$ cat config.mk
export PLATFORM = sky130hd
export DESIGN_NAME = csv_field_splitter
export DESIGN_NICKNAME = d
export VERILOG_FILES = /design/src/csvfs_pkg.sv /design/src/csvfs_front.sv /design/src/csvfs_fifo.sv /design/src/csvfs_back.sv /design/src/csv_field_splitter.sv
export SDC_FILE = /design/constraint.sdc
export NUM_CORES = 1
export LEC_CHECK = 0
export ABC_AREA = 1
export BUFFER_PORTS_ARGS = -buffer_cell sky130_fd_sc_hd__buf_2
export CAP_MARGIN = 40
export CELL_PAD_IN_SITES_DETAIL_PLACEMENT = 0
export CELL_PAD_IN_SITES_GLOBAL_PLACEMENT = 2
export CORE_AREA = 5 5 171 173
export DETAILED_ROUTE_END_ITERATION = 8
export DIE_AREA = 0 0 176 178
export PLACE_DENSITY_LB_ADDON = 0.05
export SLEW_MARGIN = 30
export SYNTH_ARGS = -nofsm -noshare
export SYNTH_HDL_FRONTEND = slang
export SYNTH_SLANG_ARGS = --single-unit
export TNS_END_PERCENT = 20
$ cat constraint.sdc
create_clock -name clk -period 6.31 [get_ports clk]
set_input_delay 0.9465 -clock clk [delete_from_list [all_inputs] [get_ports clk]]
set_output_delay 0.9465 -clock clk [all_outputs]
set_load 0.01 [all_outputs]
$ cat src/csvfs_pkg.sv
package csvfs_pkg;

	localparam int unsigned QDEPTH = 4;
	localparam int unsigned QAW = $clog2(QDEPTH);

	localparam logic [7:0] CH_CR = 8'd13;
	localparam logic [7:0] CH_LF = 8'd10;
	localparam logic [7:0] CH_NUL = 8'd0;
	localparam logic [7:0] SEPARATOR_RESET = 8'd44;
	localparam logic [7:0] QUOTE_CHAR_RESET = 8'd34;

	localparam logic [1:0] KIND_BYTE = 2'd0;
	localparam logic [1:0] KIND_EOF = 2'd1;
	localparam logic [1:0] KIND_EOR = 2'd2;

	localparam logic CFG_SEPARATOR = 1'b0;
	localparam logic CFG_QUOTE_CHAR = 1'b1;

	typedef enum logic [3:0] {
		MODE_START = 4'b0001,
		MODE_PLAIN = 4'b0010,
		MODE_QUOTED = 4'b0100,
		MODE_QSEEN = 4'b1000
	} mode_t;

	typedef struct packed {
		logic command;
		logic [7:0] data_byte;
	} in_item_t;

	typedef struct packed {
		logic [1:0] kind;
		logic [7:0] out_byte;
		logic [7:0] field_index;
		logic [8:0] field_count;
		logic overflow;
		logic last;
	} out_item_t;

	typedef struct packed {
		logic two;
		out_item_t r0;
		out_item_t r1;
	} entry_t;

endpackage

$ cat src/csvfs_front.sv
module csvfs_front #(
	parameter int unsigned MAX_FIELDS = 256
) (
	input logic clk,
	input logic arst_n,
	input logic cfg_we,
	input logic cfg_index,
	input logic [7:0] cfg_data,
	input logic in_valid,
	input csvfs_pkg::in_item_t in_item,
	input logic full,
	output logic push,
	output csvfs_pkg::entry_t push_entry
);

	localparam int unsigned CW = $clog2(MAX_FIELDS);
	localparam logic [CW-1:0] CNT_MAX = CW'(MAX_FIELDS - 1);

	logic [7:0] separator_q;
	logic [7:0] quote_q;
	csvfs_pkg::mode_t mode_q, mode_d;
	logic cr_q, cr_d;
	logic bytes_q, bytes_d;
	logic text_q, text_d;
	logic cut_q, cut_d;
	logic [CW-1:0] cnt_q, cnt_d;
	logic ovf_q, ovf_d;

	logic [7:0] b;
	logic accept;
	logic plain;
	logic finish;
	logic clear;
	logic [1:0] n;
	logic [CW+8:0] cnt_wide;
	logic [CW+8:0] cnt_plus;
	logic [7:0] idx;
	logic [8:0] count;
	csvfs_pkg::out_item_t r0, r1;

	assign b = in_item.data_byte;
	assign accept = in_valid && !full;
	assign cnt_wide = (CW+9)'(cnt_q);
	assign cnt_plus = cnt_wide + (CW+9)'(1);
	assign idx = cnt_wide[7:0];
	assign count = cnt_plus[8:0];

	always_comb begin
		mode_d = mode_q;
		cr_d = cr_q;
		bytes_d = bytes_q;
		text_d = text_q;
		cut_d = cut_q;
		cnt_d = cnt_q;
		ovf_d = ovf_q;
		plain = 1'b0;
		finish = 1'b0;
		clear = 1'b0;
		n = 2'd0;
		r0 = '0;
		r1 = '0;
		r0.overflow = ovf_q;
		r1.overflow = ovf_q;
		r0.field_index = idx;
		r1.field_index = idx;
		if (in_item.command) begin
			cr_d = 1'b0;
			if (bytes_q) begin
				finish = 1'b1;
			end else begin
				clear = 1'b1;
			end
		end else if (cr_q && b == csvfs_pkg::CH_LF) begin
			cr_d = 1'b0;
		end else begin
			cr_d = 1'b0;
			if (b == csvfs_pkg::CH_CR || b == csvfs_pkg::CH_LF) begin
				finish = 1'b1;
				cr_d = (b == csvfs_pkg::CH_CR);
			end else begin
				bytes_d = 1'b1;
				if (!cut_q) begin
					if (b == csvfs_pkg::CH_NUL) begin
						cut_d = 1'b1;
					end else begin
						text_d = 1'b1;
						unique case (mode_q)
							csvfs_pkg::MODE_START: begin
								if (b == quote_q) begin
									mode_d = csvfs_pkg::MODE_QUOTED;
								end else begin
									plain = 1'b1;
								end
							end
							csvfs_pkg::MODE_QUOTED: begin
								if (b == quote_q) begin
									mode_d = csvfs_pkg::MODE_QSEEN;
								end else begin
									r0.kind = csvfs_pkg::KIND_BYTE;
									r0.out_byte = b;
									n = 2'd1;
								end
							end
							csvfs_pkg::MODE_QSEEN: begin
								if (b == quote_q) begin
									r0.kind = csvfs_pkg::KIND_BYTE;
									r0.out_byte = quote_q;
									n = 2'd1;
									mode_d = csvfs_pkg::MODE_QUOTED;
								end else begin
									plain = 1'b1;
								end
							end
							default: begin
								plain = 1'b1;
							end
						endcase
						if (plain) begin
							if (b == separator_q) begin
								r0.kind = csvfs_pkg::KIND_EOF;
								n = 2'd1;
								if (cnt_q != CNT_MAX) begin
									cnt_d = cnt_q + CW'(1);
								end else begin
									ovf_d = 1'b1;
								end
								mode_d = csvfs_pkg::MODE_START;
							end else begin
								r0.kind = csvfs_pkg::KIND_BYTE;
								r0.out_byte = b;
								n = 2'd1;
								mode_d = csvfs_pkg::MODE_PLAIN;
							end
						end
					end
				end
			end
		end
		if (finish) begin
			clear = 1'b1;
			if (text_q) begin
				r0.kind = csvfs_pkg::KIND_EOF;
				r1.kind = csvfs_pkg::KIND_EOR;
				r1.field_count = count;
				n = 2'd2;
			end else begin
				r0.kind = csvfs_pkg::KIND_EOR;
				r0.field_index = '0;
				n = 2'd1;
			end
		end
		if (clear) begin
			mode_d = csvfs_pkg::MODE_START;
			bytes_d = 1'b0;
			text_d = 1'b0;
			cut_d = 1'b0;
			cnt_d = '0;
			ovf_d = 1'b0;
		end
		r0.last = (n == 2'd1);
		r1.last = 1'b1;
	end

	assign push = accept && (n != 2'd0);
	assign push_entry = '{two: (n == 2'd2), r0: r0, r1: r1};

	always_ff @(posedge clk or negedge arst_n) begin
		if (!arst_n) begin
			separator_q <= csvfs_pkg::SEPARATOR_RESET;
			quote_q <= csvfs_pkg::QUOTE_CHAR_RESET;
		end else if (cfg_we) begin
			unique case (cfg_index)
				csvfs_pkg::CFG_SEPARATOR: separator_q <= cfg_data;
				csvfs_pkg::CFG_QUOTE_CHAR: quote_q <= cfg_data;
				default: separator_q <= separator_q;
			endcase
		end
	end

	always_ff @(posedge clk or negedge arst_n) begin
		if (!arst_n) begin
			mode_q <= csvfs_pkg::MODE_START;
			cr_q <= 1'b0;
			bytes_q <= 1'b0;
			text_q <= 1'b0;
			cut_q <= 1'b0;
			cnt_q <= '0;
			ovf_q <= 1'b0;
		end else if (accept) begin
			mode_q <= mode_d;
			cr_q <= cr_d;
			bytes_q <= bytes_d;
			text_q <= text_d;
			cut_q <= cut_d;
			cnt_q <= cnt_d;
			ovf_q <= ovf_d;
		end
	end

endmodule

$ cat src/csvfs_fifo.sv
module csvfs_fifo (
	input logic clk,
	input logic arst_n,
	input logic push,
	input csvfs_pkg::entry_t push_entry,
	input logic pop,
	output logic full,
	output logic not_empty,
	output csvfs_pkg::entry_t head
);

	localparam int unsigned AW = csvfs_pkg::QAW;

	csvfs_pkg::entry_t mem_q [csvfs_pkg::QDEPTH];
	logic [AW-1:0] wr_ptr_q;
	logic [AW-1:0] rd_ptr_q;
	logic [AW:0] count_q;
	logic do_push;
	logic do_pop;

	assign full = (count_q == (AW+1)'(csvfs_pkg::QDEPTH));
	assign not_empty = (count_q != '0);
	assign head = mem_q[rd_ptr_q];
	assign do_push = push && !full;
	assign do_pop = pop && not_empty;

	always_ff @(posedge clk) begin
		if (do_push) begin
			mem_q[wr_ptr_q] <= push_entry;
		end
	end

	always_ff @(posedge clk or negedge arst_n) begin
		if (!arst_n) begin
			wr_ptr_q <= '0;
			rd_ptr_q <= '0;
			count_q <= '0;
		end else begin
			if (do_push) begin
				wr_ptr_q <= wr_ptr_q + AW'(1);
			end
			if (do_pop) begin
				rd_ptr_q <= rd_ptr_q + AW'(1);
			end
			if (do_push && !do_pop) begin
				count_q <= count_q + (AW+1)'(1);
			end else if (do_pop && !do_push) begin
				count_q <= count_q - (AW+1)'(1);
			end
		end
	end

endmodule

$ cat src/csvfs_back.sv
module csvfs_back (
	input logic clk,
	input logic arst_n,
	input logic not_empty,
	input csvfs_pkg::entry_t head,
	output logic pop,
	output logic out_valid,
	input logic out_stall,
	output csvfs_pkg::out_item_t out_item
);

	logic out_valid_q;
	csvfs_pkg::out_item_t out_q;
	logic half_q;
	logic load;

	assign load = !out_valid_q || !out_stall;
	assign pop = load && not_empty && (half_q || !head.two);
	assign out_valid = out_valid_q;
	assign out_item = out_q;

	always_ff @(posedge clk) begin
		if (load && not_empty) begin
			out_q <= half_q ? head.r1 : head.r0;
		end
	end

	always_ff @(posedge clk or negedge arst_n) begin
		if (!arst_n) begin
			out_valid_q <= 1'b0;
			half_q <= 1'b0;
		end else if (load) begin
			out_valid_q <= not_empty;
			if (not_empty) begin
				half_q <= !half_q && head.two;
			end
		end
	end

endmodule

$ cat src/csv_field_splitter.sv
// CSV field splitter: one input transaction carries either a data byte or an end-of-input
// command, and the block can take one every clock cycle while in_stall is low. The front end
// classifies each byte and updates the parser state in the cycle it is accepted, producing
// zero, one or two result transactions; these wait in a four-entry queue and the back end
// sends them out one per cycle, while out_stall is low, from an output register; a result
// passes from the queue into the output register. Sustained throughput is one byte per
// cycle while each byte gives at most one result; a record end with fields gives two results,
// which the output register sends one after the other, and in_stall rises when the queue is
// full. The separator and quote character may be written only while the block is idle.
module csv_field_splitter #(
	parameter int unsigned MAX_FIELDS = 256
) (
	input logic clk,
	input logic arst_n,
	input logic cfg_we,
	input logic cfg_index,
	input logic [7:0] cfg_data,
	input logic in_valid,
	output logic in_stall,
	input csvfs_pkg::in_item_t in_item,
	output logic out_valid,
	input logic out_stall,
	output csvfs_pkg::out_item_t out_item
);

	logic full;
	logic push;
	logic pop;
	logic not_empty;
	csvfs_pkg::entry_t push_entry;
	csvfs_pkg::entry_t head;

	assign in_stall = full;

	csvfs_front #(
		.MAX_FIELDS(MAX_FIELDS)
	) u_front (
		.clk(clk),
		.arst_n(arst_n),
		.cfg_we(cfg_we),
		.cfg_index(cfg_index),
		.cfg_data(cfg_data),
		.in_valid(in_valid),
		.in_item(in_item),
		.full(full),
		.push(push),
		.push_entry(push_entry)
	);

	csvfs_fifo u_fifo (
		.clk(clk),
		.arst_n(arst_n),
		.push(push),
		.push_entry(push_entry),
		.pop(pop),
		.full(full),
		.not_empty(not_empty),
		.head(head)
	);

	csvfs_back u_back (
		.clk(clk),
		.arst_n(arst_n),
		.not_empty(not_empty),
		.head(head),
		.pop(pop),
		.out_valid(out_valid),
		.out_stall(out_stall),
		.out_item(out_item)
	);

endmodule

==> run_results.csv <==
group,metric,value,unit
status,outcome,"finished, final reports clean",
drt,drt-wirelength-per-cell,17.8,um
power_and_ir_drop,combPwrFrac,28.5,%
yosys,synth_enable_flop_cells,181,
grt,grt.overflow.total,0,
drt,firstDrtPassIters,4,
cells_and_area,fraction_of_final_layout_cells_sized_beyond_drive_strength_1,14.6,%
timing,timing_worst_slew_pin_value,0.797,ns
drt,avgViaCountPerCell,4.74,
critical_path,crit_path_largest_cell_delay,0.43,ns
critical_path,cp.required,6.71,ns
critical_path,timing.critical_path.slowest_stage_cell,"fa_1",
power_and_ir_drop,switching_share,33.8,%
critical_path,timing.critical_path.max_delay_family,"simple AND/OR/NAND/NOR gates",
yosys,synthSimpleGateAreaFrac,16.6,%
power_and_ir_drop,power.sequential.fraction,43.4,%
critical_path,worstSetupStartpointType,"primary input",
timing,tns,0,ns
cts,numCtsBuffers,26,
critical_path,worstSetupStartpoint,"in_item[7]",
yosys,async_flop_share,18.8,%
critical_path,r2r.worst_path.cells,14,
drt,count_of_unresolved_drc_violations_after_routing,0,
critical_path,critical_path_cell_by_cell,"buf_2 -> nor2_1 -> nand2_2 -> inv_2 -> nand2_1 -> nand3_4 -> nand2_4 -> inv_2 -> o21ai_2 -> nand2_1 -> nand2_2 -> inv_1 -> ha_1 -> inv_1 -> fa_1 -> a21oi_1 -> o21ai_0 -> xor2_1",
power_and_ir_drop,worst_ir_drop_vdd,0.209,mV
cts,cts_hold_buf,0,
yosys,syn_avg_cell_area,10.7,sq um
flow_run,drv.max_cap_violation_count,0,
timing,worst_slew_margin_rel,46.9,%
cts,cts_setup_buffers,0,
die,coreArea,27500,sq um
cts,cts-resized-gates,0,
die,floorplan.die.height,178,um
grt,antenna_found_initial,0,
yosys,net_count_synth,916,
die,die-area,31300,sq um
die,placement_row_count,61,
cells_and_area,n_antenna_cell,0,
timing,fmax,315,MHz
place,place_congestion,0.765,
yosys,synth-seq-area-share,68.3,%
place,detailedPlacementHpwl,14.2,mm
yosys,synth.area.top_cells,"edfxtp_1, dfrtp_1, nor2_1, o21ai_0, nand2_1",
drt,ant_nets,0,
critical_path,timing.rr.start,"u_front.mode_q[1]",
yosys,synth_fa_ha_area_share,1.00,%
cells_and_area,register_area,6490,sq um
die,initial_core_util,34.6,%
cts,clkSlewWorstSetupHoldPaths,0.06,ns
drt,wirelength,23.3,mm
timing,timing.final.hold_violations,0,
grt,grt_use_total,15.0,%
timing,clock_skew,0.0168,ns
cells_and_area,finalNetCount,976,
yosys,share_of_the_synthesized_netlist_area_taken_by_xor_and_xnor_gates,1.10,%
cells_and_area,fill_cells,2668,
critical_path,worst-path-stages,18,
grt,grt_max_degree,78,
cells_and_area,most-common-layout-cells,"nor2_1, edfxtp_1, nand2_1, o21ai_0, inv_1",
drt,drt_iter0_markers,288,
yosys,post-synth-top-area-fraction,57.1,%
yosys,synth_cells,886,
timing,grt_setup_unrepaired,"no",
drt,total_number_of_vias,6211,
grt,grt_pass1_wl,36.8,mm
cts,clk_lat_worst_skew,0.52,ns
power_and_ir_drop,cellPowerDensity,442,nW/um^2
critical_path,worst_setup_end_kind,"flip-flop",
power_and_ir_drop,cellLeakagePower,4.26,nW
power_and_ir_drop,clock_network_power_share,28.1,%
critical_path,worstPathArrival,3.57,ns
power_and_ir_drop,p_sw,1.64,mW
critical_path,worstSetupPathType,"primary input to flip-flop",
timing,finalWorstPathRequiredPeriod,3.18,ns
hold_path,timing.hold.worst.start,"u_back.out_valid",
cells_and_area,layout_commonest_cell,"nor2_1",
yosys,synth_cell_type_count,34,
cts,cts_root_buffer,"clkbuf_16",
die,pin_count,54,
critical_path,critical_path_peak_fanout,11,
yosys,largest_family_of_logic_cells_by_synthesized_area,"simple AND/OR/NAND/NOR gates",
yosys,synthDominantAreaCellType,"edfxtp_1",
yosys,yosys_warnings,0,
yosys,postSynthRegisterBits,223,
hold_path,worstHoldPathType,"flip-flop to flip-flop",
timing,final_worst_path_period_share,50.3,%
cts,cts-htree-levels,1,
yosys,postSynth.topFlopCell,"edfxtp_1",
yosys,syn_area,9510,sq um
place,io_buffers,53,
timing,fin_hold_ws,0.491,ns
yosys,yosys-mux-area-fraction,0.118,%
cts,clock_path_buffers,3,
hold_path,hold_path_stages,2,
cts,cts_num_sinks,223,
cells_and_area,syn_to_final_growth,15.6,%
timing,setup_violation_total_in_the_final_timing_report,0,
yosys,complex_gate_fraction_of_the_synthesized_area,8.54,%
die,die_x,176,um
cells_and_area,area_of_combinational_cells_with_multiple_inputs,2630,sq um
grt,grt_pass1_vias,6476,
cts,cts_tree,"done",
power_and_ir_drop,internal_power,3.22,mW
critical_path,sum_of_buffers_and_inverters_on_the_critical_path,5,
timing,slew_violations,0,
[registers in the layout (all words and copies together) (netlist names)]
name and cells:
u_fifo.count_q 3, u_front.text_q 1, u_front.ovf_q 1, u_back.half_q 1, u_back.out_valid 1, u_front.mode_q 4
u_front.separator_q 8, u_fifo.mem_q 152, u_front.bytes_q 1, u_fifo.rd_ptr_q 2, u_front.cnt_q 8, u_front.cut_q 1
u_front.cr_q 1, u_fifo.wr_ptr_q 2, u_back.out_item 29, u_front.quote_q 8
[synthesized netlist by cell type (7+ instances only)]
cell and count:
nand3_1 33, dfrtp_1 36, edfxtp_1 181, inv_1 66, o21ai_0 100, a21oi_1 32, nor2_2 8, o22ai_1 9
nor2_1 203, clkbuf_1 27, xor2_1 7, a31oi_1 9, nand2_1 118
[tightest hold or removal path: cells and delay by family (launching register included)]
kind             cells  cell delay [ns]
AND/OR/NAND/NOR      2             0.12
flip-flops           1             0.33
[power by group through the flow]
stage | logic (mW) | clock network, mW | registers [mW]
after global placement | 1.41 | 0 | 2.14
after CTS | 1.44 | 1.41 | 2.12
after detailed placement | 1.44 | 0 | 2.14
final | 1.39 | 1.37 | 2.11
after global routing | 1.58 | 1.47 | 2.14
after floorplan | 0.854 | 0 | 2.17
[cell families (layout without fill, tap and decap cells)]
family | count (synthesis) | count (layout)
buffers and inverters | 107 | 186
XOR/XNOR | 12 | 12
AO/OA/AOI/OAI | 156 | 156
multiplexers | 1 | 1
AND/OR/NAND/NOR | 380 | 380
adder cells (fa/ha/maj) | 7 | 7
flip-flops | 223 | 223
[cell type report]
cell class,count,area share [%]
Timing Repair Buffer,65,3.46
Multi-Input combinational cell,556,23.9
Inverter,74,2.53
Tap cell,346,3.94
Sequential cell,223,59.1
Clock inverter,14,0.922
Clock buffer,33,6.16
[per-layer routing]
metal | up-vias | GRT usage, % | part of all wire, %
li1 | 3119 | - | -
met1 | 2947 | 18.5 | 42
met4 | 0 | 3.41 | 1.3
met5 | - | 0 | 0
met3 | 20 | 2.92 | 5.8
met2 | 125 | 27.3 | 51
[stage by stage]
stage | worst slack (ns) | total power, mW | area (sq um) | util (%) | std cells
2_1_floorplan | 2.45 | 3.02 | 9510 | - | 886
3_3_place_gp | 2.55 | 3.55 | 10200 | 37.0 | 1262
3_5_place_dp | 2.45 | 3.58 | 10200 | 37.2 | 1264
4_1_cts | 3.01 | 4.97 | 11000 | 40.0 | 1311
5_1_grt | 2.85 | 5.20 | 11000 | 40.0 | 1311
6_report | 3.13 | 4.87 | 11000 | 40.0 | 1311
[worst paths after layout]
kind	to	slack [ns]
setup / recovery	u_fifo.count_q[2]	3.13
min in group asynchronous	u_front.separator_q[6]	0.50
hold reg to reg	u_back.out_valid	0.49
max in group asynchronous	u_fifo.rd_ptr_q[0]	5.34
setup reg to reg	u_fifo.count_q[2]	3.37
hold / removal	u_back.out_valid	0.49
Note: power is estimated with default switching activity, not from simulation.
